[src/hw/rtl/mvtb_pkg.sv]
// Shared types and constants for the virtual timer bank.
// Used by mvtb_ctrl, mvtb_datapath and multiplexed_virtual_timer_bank.
package mvtb_pkg;

  // Command opcodes carried on the input tuser.
  typedef enum logic [2:0] {
    OP_TICK    = 3'd0,
    OP_SET     = 3'd1,
    OP_START   = 3'd2,
    OP_STOP    = 3'd3,
    OP_RELEASE = 3'd4
  } op_e;

  // Result status codes.
  typedef enum logic [1:0] {
    ST_OK     = 2'd0,
    ST_RANGE  = 2'd1,
    ST_UNCONF = 2'd2
  } stat_e;

  // Result kind carried on the output tuser.
  localparam logic KIND_STATUS = 1'b0;
  localparam logic KIND_EXPIRY = 1'b1;

  localparam int unsigned SLOT_W   = 3;
  localparam int unsigned RELOAD_W = 32;

  typedef enum logic [1:0] {
    S_IDLE,
    S_DECODE,
    S_WALK,
    S_EMIT
  } state_e;

  // Controller to datapath commands.
  typedef struct packed {
    logic load_item;
    logic exec_cmd;
    logic walk_step;
    logic emit_step;
    logic cnt_clear;
    logic cnt_inc;
  } dp_cmd_t;

  // Datapath to controller status.
  typedef struct packed {
    logic is_tick;
    logic is_cmd;
    logic out_free;
    logic cnt_last;
    logic mask_bit;
  } dp_stat_t;

endpackage

[src/hw/rtl/multiplexed_virtual_timer_bank.sv]
// Top level of the virtual timer bank: stream ports, configuration port,
// controller and datapath. Depends on mvtb_pkg, mvtb_ctrl, mvtb_datapath.
//
// A bank of software-style timer slots advanced by an external tick beat
// (opcode 0). Set, start, stop and release beats address one slot and give
// exactly one status beat each (tlast high). A tick walks the slots in
// ascending order, one slot per cycle through the single port of the slot
// table, and then sweeps the expiry mask, one slot per cycle unless an
// expiry waits on the output, sending one expiry beat (tuser high) per
// slot that reached its reload; tlast marks the final expiry and a tick
// with no expiry sends nothing. One item is worked on at a time: a command
// goes from decode back to idle, a tick through decode, walk and emit;
// output stalls can hold either. The result register lets a new item be
// accepted while the last result still waits. max_reload is written through
// the cfg channel, which is always ready; write it only while the bank is idle.
module multiplexed_virtual_timer_bank
  import mvtb_pkg::*;
#(
  parameter int unsigned NUM_SLOTS   = 8,
  parameter int unsigned COUNT_WIDTH = 32
) (
  input  logic        clk_i,
  input  logic        rst_ni,
  // Input stream
  input  logic        s_axis_tvalid,
  output logic        s_axis_tready,
  input  logic [39:0] s_axis_tdata,  // slot[2:0], reload_ticks[34:3], repeat_mode[35], zero
  input  logic [2:0]  s_axis_tuser,  // opcode[2:0]
  // Result stream
  output logic        m_axis_tvalid,
  input  logic        m_axis_tready,
  output logic [7:0]  m_axis_tdata,  // event_slot[2:0], status[4:3], zero
  output logic        m_axis_tuser,  // kind[0]
  output logic        m_axis_tlast,
  // max_reload write channel
  input  logic        cfg_valid_i,
  output logic        cfg_ready_o,
  input  logic [31:0] cfg_data_i
);

  dp_cmd_t  dp_cmd;
  dp_stat_t dp_stat;
  logic [SLOT_W-1:0] out_slot;
  logic [1:0]        out_status;

  // Always take configuration writes.
  assign cfg_ready_o = 1'b1;

  mvtb_ctrl u_ctrl (
    .clk_i      (clk_i),
    .rst_ni     (rst_ni),
    .in_valid_i (s_axis_tvalid),
    .in_ready_o (s_axis_tready),
    .stat_i     (dp_stat),
    .cmd_o      (dp_cmd)
  );

  mvtb_datapath #(
    .NUM_SLOTS   (NUM_SLOTS),
    .COUNT_WIDTH (COUNT_WIDTH)
  ) u_datapath (
    .clk_i        (clk_i),
    .rst_ni       (rst_ni),
    .cmd_i        (dp_cmd),
    .stat_o       (dp_stat),
    .in_op_i      (s_axis_tuser),
    .in_slot_i    (s_axis_tdata[2:0]),
    .in_reload_i  (s_axis_tdata[34:3]),
    .in_repeat_i  (s_axis_tdata[35]),
    .cfg_valid_i  (cfg_valid_i),
    .cfg_data_i   (cfg_data_i),
    .out_ready_i  (m_axis_tready),
    .out_valid_o  (m_axis_tvalid),
    .out_kind_o   (m_axis_tuser),
    .out_slot_o   (out_slot),
    .out_status_o (out_status),
    .out_last_o   (m_axis_tlast)
  );

  // Pack the result beat; pad to a whole byte.
  assign m_axis_tdata = {3'b000, out_status, out_slot};

  // A command result never overwrites a result still waiting.
  assert property (@(posedge clk_i) disable iff (!rst_ni)
    dp_cmd.exec_cmd |-> dp_stat.out_free)
    else $error("command result loaded over a pending beat");

  // An expiry never overwrites a result still waiting.
  assert property (@(posedge clk_i) disable iff (!rst_ni)
    (dp_cmd.emit_step && dp_stat.mask_bit) |-> dp_stat.out_free)
    else $error("expiry loaded over a pending beat");

  // Every status beat closes its item.
  assert property (@(posedge clk_i) disable iff (!rst_ni)
    (m_axis_tvalid && (m_axis_tuser == KIND_STATUS)) |-> m_axis_tlast)
    else $error("status beat without tlast");

  // Expiry beats always report success.
  assert property (@(posedge clk_i) disable iff (!rst_ni)
    (m_axis_tvalid && (m_axis_tuser == KIND_EXPIRY)) |-> (m_axis_tdata[4:3] == ST_OK))
    else $error("expiry beat with non-zero status");

endmodule

[src/hw/rtl/mvtb_ctrl.sv]
// Sequencer for the virtual timer bank: accepts items, runs commands,
// walks slots on a tick and then emits expiries. Depends on mvtb_pkg.
module mvtb_ctrl
  import mvtb_pkg::*;
(
  input  logic     clk_i,
  input  logic     rst_ni,
  input  logic     in_valid_i,
  output logic     in_ready_o,
  input  dp_stat_t stat_i,
  output dp_cmd_t  cmd_o
);

  state_e state_q, state_d;

  always_ff @(posedge clk_i or negedge rst_ni) begin
    if (!rst_ni) begin
      state_q <= S_IDLE;
    end else begin
      state_q <= state_d;
    end
  end

  // Next state.
  always_comb begin
    state_d = state_q;
    case (state_q)
      S_IDLE: begin
        if (in_valid_i) state_d = S_DECODE;
      end
      S_DECODE: begin
        if (stat_i.is_tick) begin
          state_d = S_WALK;
        end else if (!stat_i.is_cmd || stat_i.out_free) begin
          state_d = S_IDLE;
        end
      end
      S_WALK: begin
        if (stat_i.cnt_last) state_d = S_EMIT;
      end
      S_EMIT: begin
        if ((!stat_i.mask_bit || stat_i.out_free) && stat_i.cnt_last) state_d = S_IDLE;
      end
      default: state_d = S_IDLE;
    endcase
  end

  // Outputs.
  always_comb begin
    cmd_o      = '0;
    in_ready_o = 1'b0;
    case (state_q)
      S_IDLE: begin
        in_ready_o      = 1'b1;
        cmd_o.load_item = in_valid_i;
      end
      S_DECODE: begin
        if (stat_i.is_tick) begin
          cmd_o.cnt_clear = 1'b1;
        end else if (stat_i.is_cmd && stat_i.out_free) begin
          cmd_o.exec_cmd = 1'b1;
        end
      end
      S_WALK: begin
        cmd_o.walk_step = 1'b1;
        cmd_o.cnt_clear = stat_i.cnt_last;
        cmd_o.cnt_inc   = !stat_i.cnt_last;
      end
      S_EMIT: begin
        if (!stat_i.mask_bit || stat_i.out_free) begin
          cmd_o.emit_step = 1'b1;
          cmd_o.cnt_inc   = !stat_i.cnt_last;
        end
      end
      default: begin
        cmd_o = '0;
      end
    endcase
  end

endmodule

[src/hw/rtl/mvtb_datapath.sv]
// Slot table, item and walk registers, expiry mask and result register
// for the virtual timer bank. Depends on mvtb_pkg.
module mvtb_datapath
  import mvtb_pkg::*;
#(
  parameter int unsigned NUM_SLOTS   = 8,
  parameter int unsigned COUNT_WIDTH = 32
) (
  input  logic                clk_i,
  input  logic                rst_ni,
  input  dp_cmd_t             cmd_i,
  output dp_stat_t            stat_o,
  input  logic [2:0]          in_op_i,
  input  logic [SLOT_W-1:0]   in_slot_i,
  input  logic [RELOAD_W-1:0] in_reload_i,
  input  logic                in_repeat_i,
  input  logic                cfg_valid_i,
  input  logic [RELOAD_W-1:0] cfg_data_i,
  input  logic                out_ready_i,
  output logic                out_valid_o,
  output logic                out_kind_o,
  output logic [SLOT_W-1:0]   out_slot_o,
  output logic [1:0]          out_status_o,
  output logic                out_last_o
);

  // Only the first eight slots are addressable by the slot field.
  localparam int unsigned DEPTH = (NUM_SLOTS < 8) ? NUM_SLOTS : 8;
  localparam int unsigned IDX_W = (DEPTH > 1) ? $clog2(DEPTH) : 1;
  localparam logic [RELOAD_W:0] COUNT_MAX = (RELOAD_W + 1)'((64'd1 << COUNT_WIDTH) - 64'd1);

  logic [2:0]          op_q;
  logic [SLOT_W-1:0]   slot_q;
  logic [RELOAD_W-1:0] reload_q;
  logic                repeat_q;
  logic [RELOAD_W-1:0] max_reload_q;
  logic [IDX_W-1:0]    cnt_q;
  logic [DEPTH-1:0]    mask_q, mask_d;

  logic [COUNT_WIDTH-1:0] elapsed_q [DEPTH];
  logic [COUNT_WIDTH-1:0] period_q  [DEPTH];
  logic [DEPTH-1:0]       periodic_q, running_q, registered_q;
  stat_e                  slot_stat_q [DEPTH];

  logic [IDX_W-1:0]       idx;
  logic                   slot_ok, reload_ok, wr_en;
  logic [COUNT_WIDTH-1:0] elapsed_rd, period_rd, elapsed_inc;
  logic [COUNT_WIDTH-1:0] elapsed_d, period_d;
  logic                   periodic_d, running_d, registered_d;
  stat_e                  slot_stat_rd, slot_stat_d;
  logic                   out_load;
  logic                   res_kind, res_last;
  logic [SLOT_W-1:0]      res_slot;
  logic [1:0]             res_status;
  logic [DEPTH-1:0]       mask_hi;

  logic                   out_valid_q;
  logic                   out_kind_q, out_last_q;
  logic [SLOT_W-1:0]      out_slot_q;
  logic [1:0]             out_status_q;

  // Item and configuration registers.
  always_ff @(posedge clk_i) begin
    if (cmd_i.load_item) begin
      op_q     <= in_op_i;
      slot_q   <= in_slot_i;
      reload_q <= in_reload_i;
      repeat_q <= in_repeat_i;
    end
  end

  always_ff @(posedge clk_i or negedge rst_ni) begin
    if (!rst_ni) begin
      max_reload_q <= '1;
    end else if (cfg_valid_i) begin
      max_reload_q <= cfg_data_i;
    end
  end

  // Walk counter and expiry mask.
  always_ff @(posedge clk_i or negedge rst_ni) begin
    if (!rst_ni) begin
      cnt_q  <= '0;
      mask_q <= '0;
    end else begin
      if (cmd_i.cnt_clear) begin
        cnt_q <= '0;
      end else if (cmd_i.cnt_inc) begin
        cnt_q <= cnt_q + IDX_W'(1);
      end
      mask_q <= mask_d;
    end
  end

  // One read/write port on the slot table.
  assign idx          = cmd_i.walk_step ? cnt_q : slot_q[IDX_W-1:0];
  assign elapsed_rd   = elapsed_q[idx];
  assign period_rd    = period_q[idx];
  assign slot_stat_rd = slot_stat_q[idx];
  assign elapsed_inc  = elapsed_rd + COUNT_WIDTH'(1);
  assign slot_ok      = (32'(slot_q) < NUM_SLOTS);
  assign reload_ok    = (reload_q <= max_reload_q) && ({1'b0, reload_q} <= COUNT_MAX);

  always_comb begin
    elapsed_d    = elapsed_rd;
    period_d     = period_rd;
    periodic_d   = periodic_q[idx];
    running_d    = running_q[idx];
    registered_d = registered_q[idx];
    slot_stat_d  = slot_stat_rd;
    wr_en        = 1'b0;
    mask_d       = cmd_i.load_item ? '0 : mask_q;
    res_status   = ST_OK;

    if (cmd_i.walk_step) begin
      wr_en = 1'b1;
      if (registered_q[idx] && running_q[idx]) begin
        if (elapsed_inc >= period_rd) begin
          elapsed_d   = '0;
          mask_d[idx] = 1'b1;
          if (!periodic_q[idx] && (slot_stat_rd == ST_OK)) running_d = 1'b0;
        end else begin
          elapsed_d = elapsed_inc;
        end
      end
    end else if (cmd_i.exec_cmd) begin
      if (!slot_ok) begin
        res_status = ST_UNCONF;
      end else begin
        wr_en = 1'b1;
        case (op_q)
          OP_SET: begin
            if (reload_ok) begin
              running_d    = 1'b0;
              elapsed_d    = '0;
              period_d     = reload_q[COUNT_WIDTH-1:0];
              periodic_d   = repeat_q;
              registered_d = 1'b1;
              slot_stat_d  = ST_OK;
            end else begin
              slot_stat_d = ST_RANGE;
            end
            res_status = slot_stat_d;
          end
          OP_START, OP_STOP: begin
            if (slot_stat_rd == ST_OK) begin
              running_d = (op_q == OP_START);
              elapsed_d = '0;
            end
            res_status = slot_stat_rd;
          end
          default: begin
            registered_d = 1'b0;
            running_d    = 1'b0;
            elapsed_d    = '0;
            slot_stat_d  = ST_UNCONF;
            res_status   = ST_OK;
          end
        endcase
      end
    end
  end

  always_ff @(posedge clk_i or negedge rst_ni) begin
    if (!rst_ni) begin
      for (int i = 0; i < DEPTH; i++) begin
        elapsed_q[i]   <= '0;
        period_q[i]    <= '0;
        slot_stat_q[i] <= ST_UNCONF;
      end
      periodic_q   <= '0;
      running_q    <= '0;
      registered_q <= '0;
    end else if (wr_en) begin
      elapsed_q[idx]    <= elapsed_d;
      period_q[idx]     <= period_d;
      slot_stat_q[idx]  <= slot_stat_d;
      periodic_q[idx]   <= periodic_d;
      running_q[idx]    <= running_d;
      registered_q[idx] <= registered_d;
    end
  end

  // Result selection: a status for commands, an expiry during the emit pass.
  assign mask_hi = mask_q >> cnt_q;

  always_comb begin
    out_load = 1'b0;
    res_kind = KIND_STATUS;
    res_slot = slot_q;
    res_last = 1'b1;
    if (cmd_i.exec_cmd) begin
      out_load = 1'b1;
    end else if (cmd_i.emit_step && mask_q[cnt_q]) begin
      out_load = 1'b1;
      res_kind = KIND_EXPIRY;
      res_slot = SLOT_W'(cnt_q);
      res_last = ((mask_hi >> 1) == '0);
    end
  end

  always_ff @(posedge clk_i or negedge rst_ni) begin
    if (!rst_ni) begin
      out_valid_q <= 1'b0;
    end else if (out_load) begin
      out_valid_q <= 1'b1;
    end else if (out_ready_i) begin
      out_valid_q <= 1'b0;
    end
  end

  always_ff @(posedge clk_i) begin
    if (out_load) begin
      out_kind_q   <= res_kind;
      out_slot_q   <= res_slot;
      out_status_q <= res_status;
      out_last_q   <= res_last;
    end
  end

  assign out_valid_o  = out_valid_q;
  assign out_kind_o   = out_kind_q;
  assign out_slot_o   = out_slot_q;
  assign out_status_o = out_status_q;
  assign out_last_o   = out_last_q;

  assign stat_o.is_tick  = (op_q == OP_TICK);
  assign stat_o.is_cmd   = (op_q == OP_SET) || (op_q == OP_START) ||
                           (op_q == OP_STOP) || (op_q == OP_RELEASE);
  assign stat_o.out_free = !out_valid_q || out_ready_i;
  assign stat_o.cnt_last = (cnt_q == IDX_W'(DEPTH - 1));
  assign stat_o.mask_bit = mask_q[cnt_q];

endmodule

[config.mk]
export PLATFORM = sky130hd
export DESIGN_NAME = multiplexed_virtual_timer_bank
export DESIGN_NICKNAME = d
export VERILOG_FILES = /design/src/hw/rtl/mvtb_pkg.sv /design/src/hw/rtl/multiplexed_virtual_timer_bank.sv /design/src/hw/rtl/mvtb_ctrl.sv /design/src/hw/rtl/mvtb_datapath.sv
export SDC_FILE = /design/constraint.sdc
export NUM_CORES = 1
export LEC_CHECK = 0
export BUFFER_PORTS_ARGS = -buffer_cell sky130_fd_sc_hd__buf_2
export CORE_MARGIN = 1
export CORE_UTILIZATION = 40
export CTS_CLUSTER_SIZE = 24
export DETAILED_ROUTE_END_ITERATION = 6
export PLACE_DENSITY_LB_ADDON = 0.3
export REMOVE_ABC_BUFFERS = 1
export SYNTH_ARGS = -nofsm -noshare
export SYNTH_HDL_FRONTEND = slang
export SYNTH_SLANG_ARGS = --single-unit
[constraint.sdc]
create_clock -name clk_i -period 11.14 [get_ports clk_i]
set_input_delay 0.557 -clock clk_i [delete_from_list [all_inputs] [get_ports clk_i]]
set_output_delay 0.557 -clock clk_i [all_outputs]
set_load 0.03 [all_outputs]
---- Word level (Yosys, flattened, before mapping) ----
Cells that the tools add are included.
storage, ports and cells
  logic and storage cells ................. 188
  register bits after elaboration ......... 644
operators by class
  add/subtract/negate cells ............... 2
  equal/unequal tests ..................... 12
  shifts and indexed selects .............. 1
  order comparisons ....................... 7
  reductions and logical operators ........ 28
  mux-type cells .......................... 94
  bitwise logic cells ..................... 4
operators by type and width
  cell                     number
  $bwmux W256              2
  $mux W32                 15
  $bmux W32 S3             2
  $demux W32 S3            1
  $pmux W32 S2             1
  $mux W1                  36
  $add A32 B1 Y32 const B  1
  $ge A32 B32 Y1           1
  $le A32 B32 Y1           1
  $mux W8                  4
  $bwmux W8                3
  $mux W2                  10
  $bwmux W16               1
  $mux W3                  5
  $bmux W1 S3              4
  $logic_not A8 Y1         1
  $lt A3 B4 Y1 const B     2
  $or A8 B8 Y8             1
  $pmux W1 S2              4
  $pmux W2 S2              2
  $pmux W2 S4              1
  $shr A8 B3 Y8            1
  $logic_and A1 B1 Y1      7
  $bmux W2 S3              1
  23 further kinds         41

---- Depth between registers and ports, before layout ----
  word-level depth ........................ 14
  depth in mapped cells ................... 30

---- By module ----
Synthesis repeated with hierarchy kept, for this count alone.
second synthesis, totals
  cells, all modules ...................... 3405
  area total of the unflattened synthesis .. 32000.7 µm²
modules (own cells, without submodules)
  module                          cells each  instances  area an instance (µm²)  seq. area each (µm²)
  mvtb_datapath                   3369        1          31697.9                 16345.7
  mvtb_ctrl                       30          1          265.3                   50.0
  multiplexed_virtual_timer_bank  6           1          37.5                    0.0

---- Worst setup path before layout ----
OpenSTA, ideal clock, no wires.
  path type ............................... reg-to-reg
  start point ............................. register u_ctrl.state_q[0]
  end point ............................... register u_datapath.elapsed_q[130] in the netlist's numbering
  buffers on the path ..................... 3
  required time ........................... 11.073 ns
  data arrival time ....................... 5.698 ns
  setup time .............................. 0.067 ns
  stages on the path, launching flop included .. 27
  period minus slack after synthesis ...... 5.765 ns
  slack ................................... 5.375 ns
  cells stage by stage .................... dfrtp_1 -> inv_1 -> ha_1 -> buf_2 -> or4b_2 -> and2_1 -> clkbuf_1 -> o22a_1 -> o211ai_1 -> inv_1 -> ha_1 -> inv_1 -> nor3_2 -> nand4_1 -> clkbuf_1 -> nor2_1 -> xnor2_1 -> ha_1 -> and4_1 -> a221oi_1 -> nor2_1 -> o31ai_1 -> nand2_1 -> nor3_1 -> a21oi_1 -> o32ai_1 -> mux2_2
between the ends
  word-level cells in the longest chain between the ends .. 13
  elaborated cells on any way between the ends .. 38
ends and longest elaborated chain
  element                                                                         RTL line                                    RTL
  from (decl)                                                                     mvtb_ctrl.sv:14                             state_e state_q, state_d;
  from (signal assigned)                                                          mvtb_ctrl.sv:20                             state_q <= state_d;
  $eq A2 B2 Y1                                                                    mvtb_ctrl.sv:52                             case (state_q)
  $mux W1                                                                         mvtb_ctrl.sv:52
  $mux W3                                                                         mvtb_datapath.sv:96                         assign idx = cmd_i.walk_step ? cnt_q : slot_q[IDX_W-1:0];
  $not A3 Y4 (not written as such)                                                n/a
  $bmux W32 S3 / $bmux W2 S3 (equally long branches)                              mvtb_datapath.sv:97, mvtb_datapath.sv:99
  $mux W32 (not written as such) / $mux W2 (equally long branches) (2 in series)  mvtb_datapath.sv:97, mvtb_datapath.sv:99
  $add A32 B1 Y32 / $logic_not A2 Y1 (equally long branches)                      mvtb_datapath.sv:100, mvtb_datapath.sv:146
  $ge A32 B32 Y1 / $mux W32 (equally long branches)                               mvtb_datapath.sv:118, mvtb_datapath.sv:146
  $mux W32 / $pmux W32 S2 (equally long branches)                                 mvtb_datapath.sv:118, mvtb_datapath.sv:131
  $mux W32, on equally long branches                                              mvtb_datapath.sv:117, mvtb_datapath.sv:126
  $mux W32                                                                        mvtb_datapath.sv:115                        if (cmd_i.walk_step) begin
  $bwmux W256                                                                     mvtb_datapath.sv:175                        elapsed_q[idx] <= elapsed_d;
  to (signal, indexed assignment)                                                 mvtb_datapath.sv:175
  to (decl)                                                                       mvtb_datapath.sv:40                         logic [COUNT_WIDTH-1:0] elapsed_q [DEPTH];
Parallel ways exist; a longest one is shown, timed or not. The select of a mux whose other input is x is not followed.
A chain may end at the register's enable or synchronous reset.

---- Worst setup path in the final report ----
Same ends and word-level chain as after synthesis.

==> metrics.md <==
| Metric | Value |
|---|---|
| Hold Fails Final Rpt | 2 |
| CP Class | reg -> reg |
| First-pass GRT wire length | 140000 microns |
| # DRC | 1 |
| First-pass iteration count of the detailed router | 7 |
| Distinct cell type count after synthesis | between 80 and 90 |
| Syn avg cell area | 9.59 sq um |
| Combinational Power Share | 36.7% |
| FF-to-FF path depth | 23 |
| Synth Cell Area | 30000 sq um |
| Port Buffers | 84 |
| Vias in the first global route | between 20000 and 25000 |
| # fillers | roughly 7200 |
| Average wire per cell in the routed design | roughly 22 microns |
| Failing checks | design-rule violations, negative hold slack |
| WHS | -0.00246 ns |
| DR vias | approximately 24000 |
| Worst-Skew Late Latency | 0.63 ns |
| Die width | around 280 microns |
| DPL Wire Length | around 54000 microns |
| CTS H-tree depth | 3 |
| Final Wtd Congestion | 0.890 |
| Global Route Usage Sum | between 20 and 25% |
| I/O pin total | 93 |
| Required time worst endpoint | 11.68 ns |
| CTS tree | yes |
| Initial antenna violation count | 0 |
| CP Data Arrival Time | ~9 ns |
| Clock Power Share | about a quarter |
| Unrepaired setup endpoints after global routing | no |
| NetSw | about 3.8 mW |
| Sw frac | between 40 and 50% |
| Max_slew headroom | 21.0% |
| Antenna viol nets, final | 0 |
| Final Critical Period | 8.71 ns |
| Asr flop ratio synth | 92.9% |
| Worst-path clk slew | roughly 0.060 ns |
| Initial drt markers | around 2500 |
| Post-synth EDFFs | 46 |
| Setup TNS | 0 ns |
| Worst path max stage delay | just over 0.8 ns |
| Max-cap violations | 0 |
| Top FF cell, synth | dfrtp_1 |
| Reg2Reg Setup Slack | 2.43 ns |
| CP Cell Sequence | inv_1 > ha_1 > mux2_4 > buf_4 > o211ai_1 > buf_4 > inv_1 > ha_1 > inv_1 > nor3_2 > nand4_1 > nor2_1 > xnor2_1 > ha_1 > and4_1 > a221oi_1 > nor2_1 > o31ai_1 > nand2_1 > nor3_1 > a21oi_1 > o32ai_1 > mux2_2 |
| Design Area, Final | 33600 sq um |
| Routed WL | around 90000 microns |
| Crit path launch | u_ctrl.state_q[0] |
| Pin count of the biggest net entering global routing | ~160 |
| Starting Density | between 40% and 50% |
| Fmax achieved | 0.115 GHz |
| Slowest stage cell, crit path | o32ai_1 |
| PwrDens | between 200 and 300 nW/um^2 |
| Hold Buf Count CTS | 0 |
| Synthesized flop and latch total | approximately 640 |
| Number of nets in the layout | ~3300 |
| Startpoint types | flop |
| Root Driver | clkbuf_16 |
| CP endpoint kind | flop |
| Syn. warnings | 0 |
| Std-Cell Rows | 100 |
| Crit path buf inv count | 5 |
| CP Max Fanout | 50 |
| Worst clock skew | between 0.02 and 0.03 ns |
| Sequential share of the synthesized area | 54.6% |
| P&R area growth vs syn | 11.9% |
| Ant. Diodes | 0 |
| WP depth | 23 |
| Fin. max-slew vios | 0 |
| TritonCTS Buffers | between 60 and 70 |
| Via-to-Cell Ratio | ~5.7 |
| Largest buffer count on any clock path | 3 |
| RR Endpoint | u_datapath.elapsed_q[130] |
| Gr ovfl total | 0 |
| Worst reg2reg path startpoint | u_ctrl.state_q[0] |
| Sequential Power Share | 39.4% |
| DIE AREA | roughly 76000 sq um |
| P_leak | roughly 14 nW |
| Worst VDD drop | between 100 and 150 uV |
| Die Y | approximately 280 microns |
| # setup viols final | 0 |
| Period utilization | 78.2% |
| Dpl cell area | roughly 31000 sq um |
| Clk sinks | between 600 and 700 |
| Post-synthesis cell count | 3129 |
| Core region area | about 74000 sq um |
| Share of layout cells above drive strength 1 | between 10% and 20% |
| Slew @ Worst Pin | 1.18 ns |
| Final core utilization | 45.2% |
| Power Internal | roughly 5.6 mW |
| Delay-heaviest family, CP | simple AND/OR/NAND/NOR gates |
| Post-CTS setup repair buffer count | 0 |
| Outcome | finished, violations left |
| Post-CTS Resized | 0 |
| Hold Path Class | in -> async |
[cell families (layout without fill, tap and decap cells)]
kind of cell             count (synthesis)  after routing  share of synthesized area [%]
XOR/XNOR                                30             30                          0.876
flip-flops                             644            644                           54.6
buffers and inverters                  268            314                           3.60
adder cells (fa/ha/maj)                 71             71                           2.96
other                                    2              4                         0.0250
multiplexers                            81             81                           3.00
AO/OA/AOI/OAI                          940            940                           18.8
AND/OR/NAND/NOR                       1093           1093                           16.0
[registers in the layout, summed over array words and instances, names as in the netlist, 2 cells and up, named ones only]
signal                   flops
u_datapath.reload_q         32
u_datapath.slot_q            3
u_datapath.out_slot_o        3
u_datapath.elapsed_q       256
u_datapath.slot_stat_q      16
u_datapath.mask_q            8
u_datapath.max_reload_q     32
u_datapath.cnt_q             3
u_datapath.running_q         8
u_datapath.registered_q      8
u_datapath.out_status_o      2
u_datapath.op_q              3
u_datapath.period_q        256
u_datapath.periodic_q        8
[Yosys cell counts, types with 24 or more instances]
master	count	area (sq um)
nand2_1	666	2500
dfrtp_1	558	14000
o21ai_0	404	2020
nor2_1	181	679
a21oi_1	180	901
clkbuf_1	153	574
a22oi_1	85	638
ha_1	71	888
nand3_1	64	320
inv_1	57	214
mux2_2	51	574
o21ai_1	51	255
edfxtp_1	46	1380
dfstp_2	40	1050
o22ai_1	38	238
buf_2	33	165
nor3_1	30	150
mux2i_1	28	280
nand4_1	26	163
a222oi_1	24	240
[power groups by stage]
| stage | Combinational (mW) | Clock [mW] | Sequential [mW] |
|---|---|---|---|
| 2_1_floorplan | 2.24 | 0 | 3.62 |
| 3_3_place_gp | 3.34 | 0 | 3.70 |
| 3_5_place_dp | 3.41 | 0 | 3.73 |
| 4_1_cts | 3.42 | 2.28 | 3.69 |
| 5_1_grt | 3.82 | 2.38 | 3.80 |
| 6_report | 3.45 | 2.25 | 3.71 |
[layout make-up]
cell class | instances | area [sq um] | share of cell area, %
clock inverters | 21 | 209 | 0.623
well taps | 969 | 1210 | 3.61
multi-input cells | 2219 | 12800 | 38.0
inverters | 59 | 221 | 0.660
repair buffers | 133 | 811 | 2.42
flip-flops and latches | 644 | 16400 | 48.8
clock buffers | 101 | 1960 | 5.84
[cells in the final DEF, fill, tap and decap left out, drive strengths merged, types with 8 or more instances in the layout]
cell type	Yosys	final
ha	71	71
and3	19	19
nand4	26	26
a21o	10	10
inv	59	61
a222oi	24	24
nor2	181	181
o22a	9	9
clkbuf	153	101
o211ai	14	14
and2	12	12
a22oi	85	85
buf	56	133
dfstp	40	40
nand2	667	667
a221oi	14	14
o2111ai	9	9
nand2b	8	8
o31ai	15	15
a211oi	8	8
and4	16	16
mux2i	28	28
o22ai	38	38
dfrtp	558	558
a31oi	20	20
clkinv	0	16
nor3	37	37
nand3	64	64
nor4	15	15
a21oi	181	181
o21a	8	8
mux2	51	51
edfxtp	46	46
xnor2	23	23
o21ai	455	455
[metrics by stage]
stage / total power [mW] / std cells / worst slack, ns
after detailed placement: 7.13 / 4024 / 2.65
final: 9.41 / 4146 / 2.43
after global routing: 10.0 / 4146 / 1.86
after global placement: 7.04 / 4024 / 2.74
after CTS: 9.39 / 4146 / 2.62
after floorplan: 5.86 / 2922 / 1.13
[worst max-delay path by stage]
stage                     slack (ns)                         to
after floorplan                 1.13  u_datapath.elapsed_q[148]
after global placement          2.74  u_datapath.elapsed_q[194]
after detailed placement        2.65  u_datapath.elapsed_q[130]
after CTS                       2.62  u_datapath.elapsed_q[130]
after global routing            1.86  u_datapath.elapsed_q[194]
final                           2.43  u_datapath.elapsed_q[130]
[metal layers]
metal	vias to the layer above	routed length [microns]	track usage (%)
li1	11100	-	-
met1	11600	41100	35.0
met2	855	40500	37.3
met3	154	6380	4.03
met4	0	2690	7.63
met5	-	0	0
(Power assumes the default switching activity.)
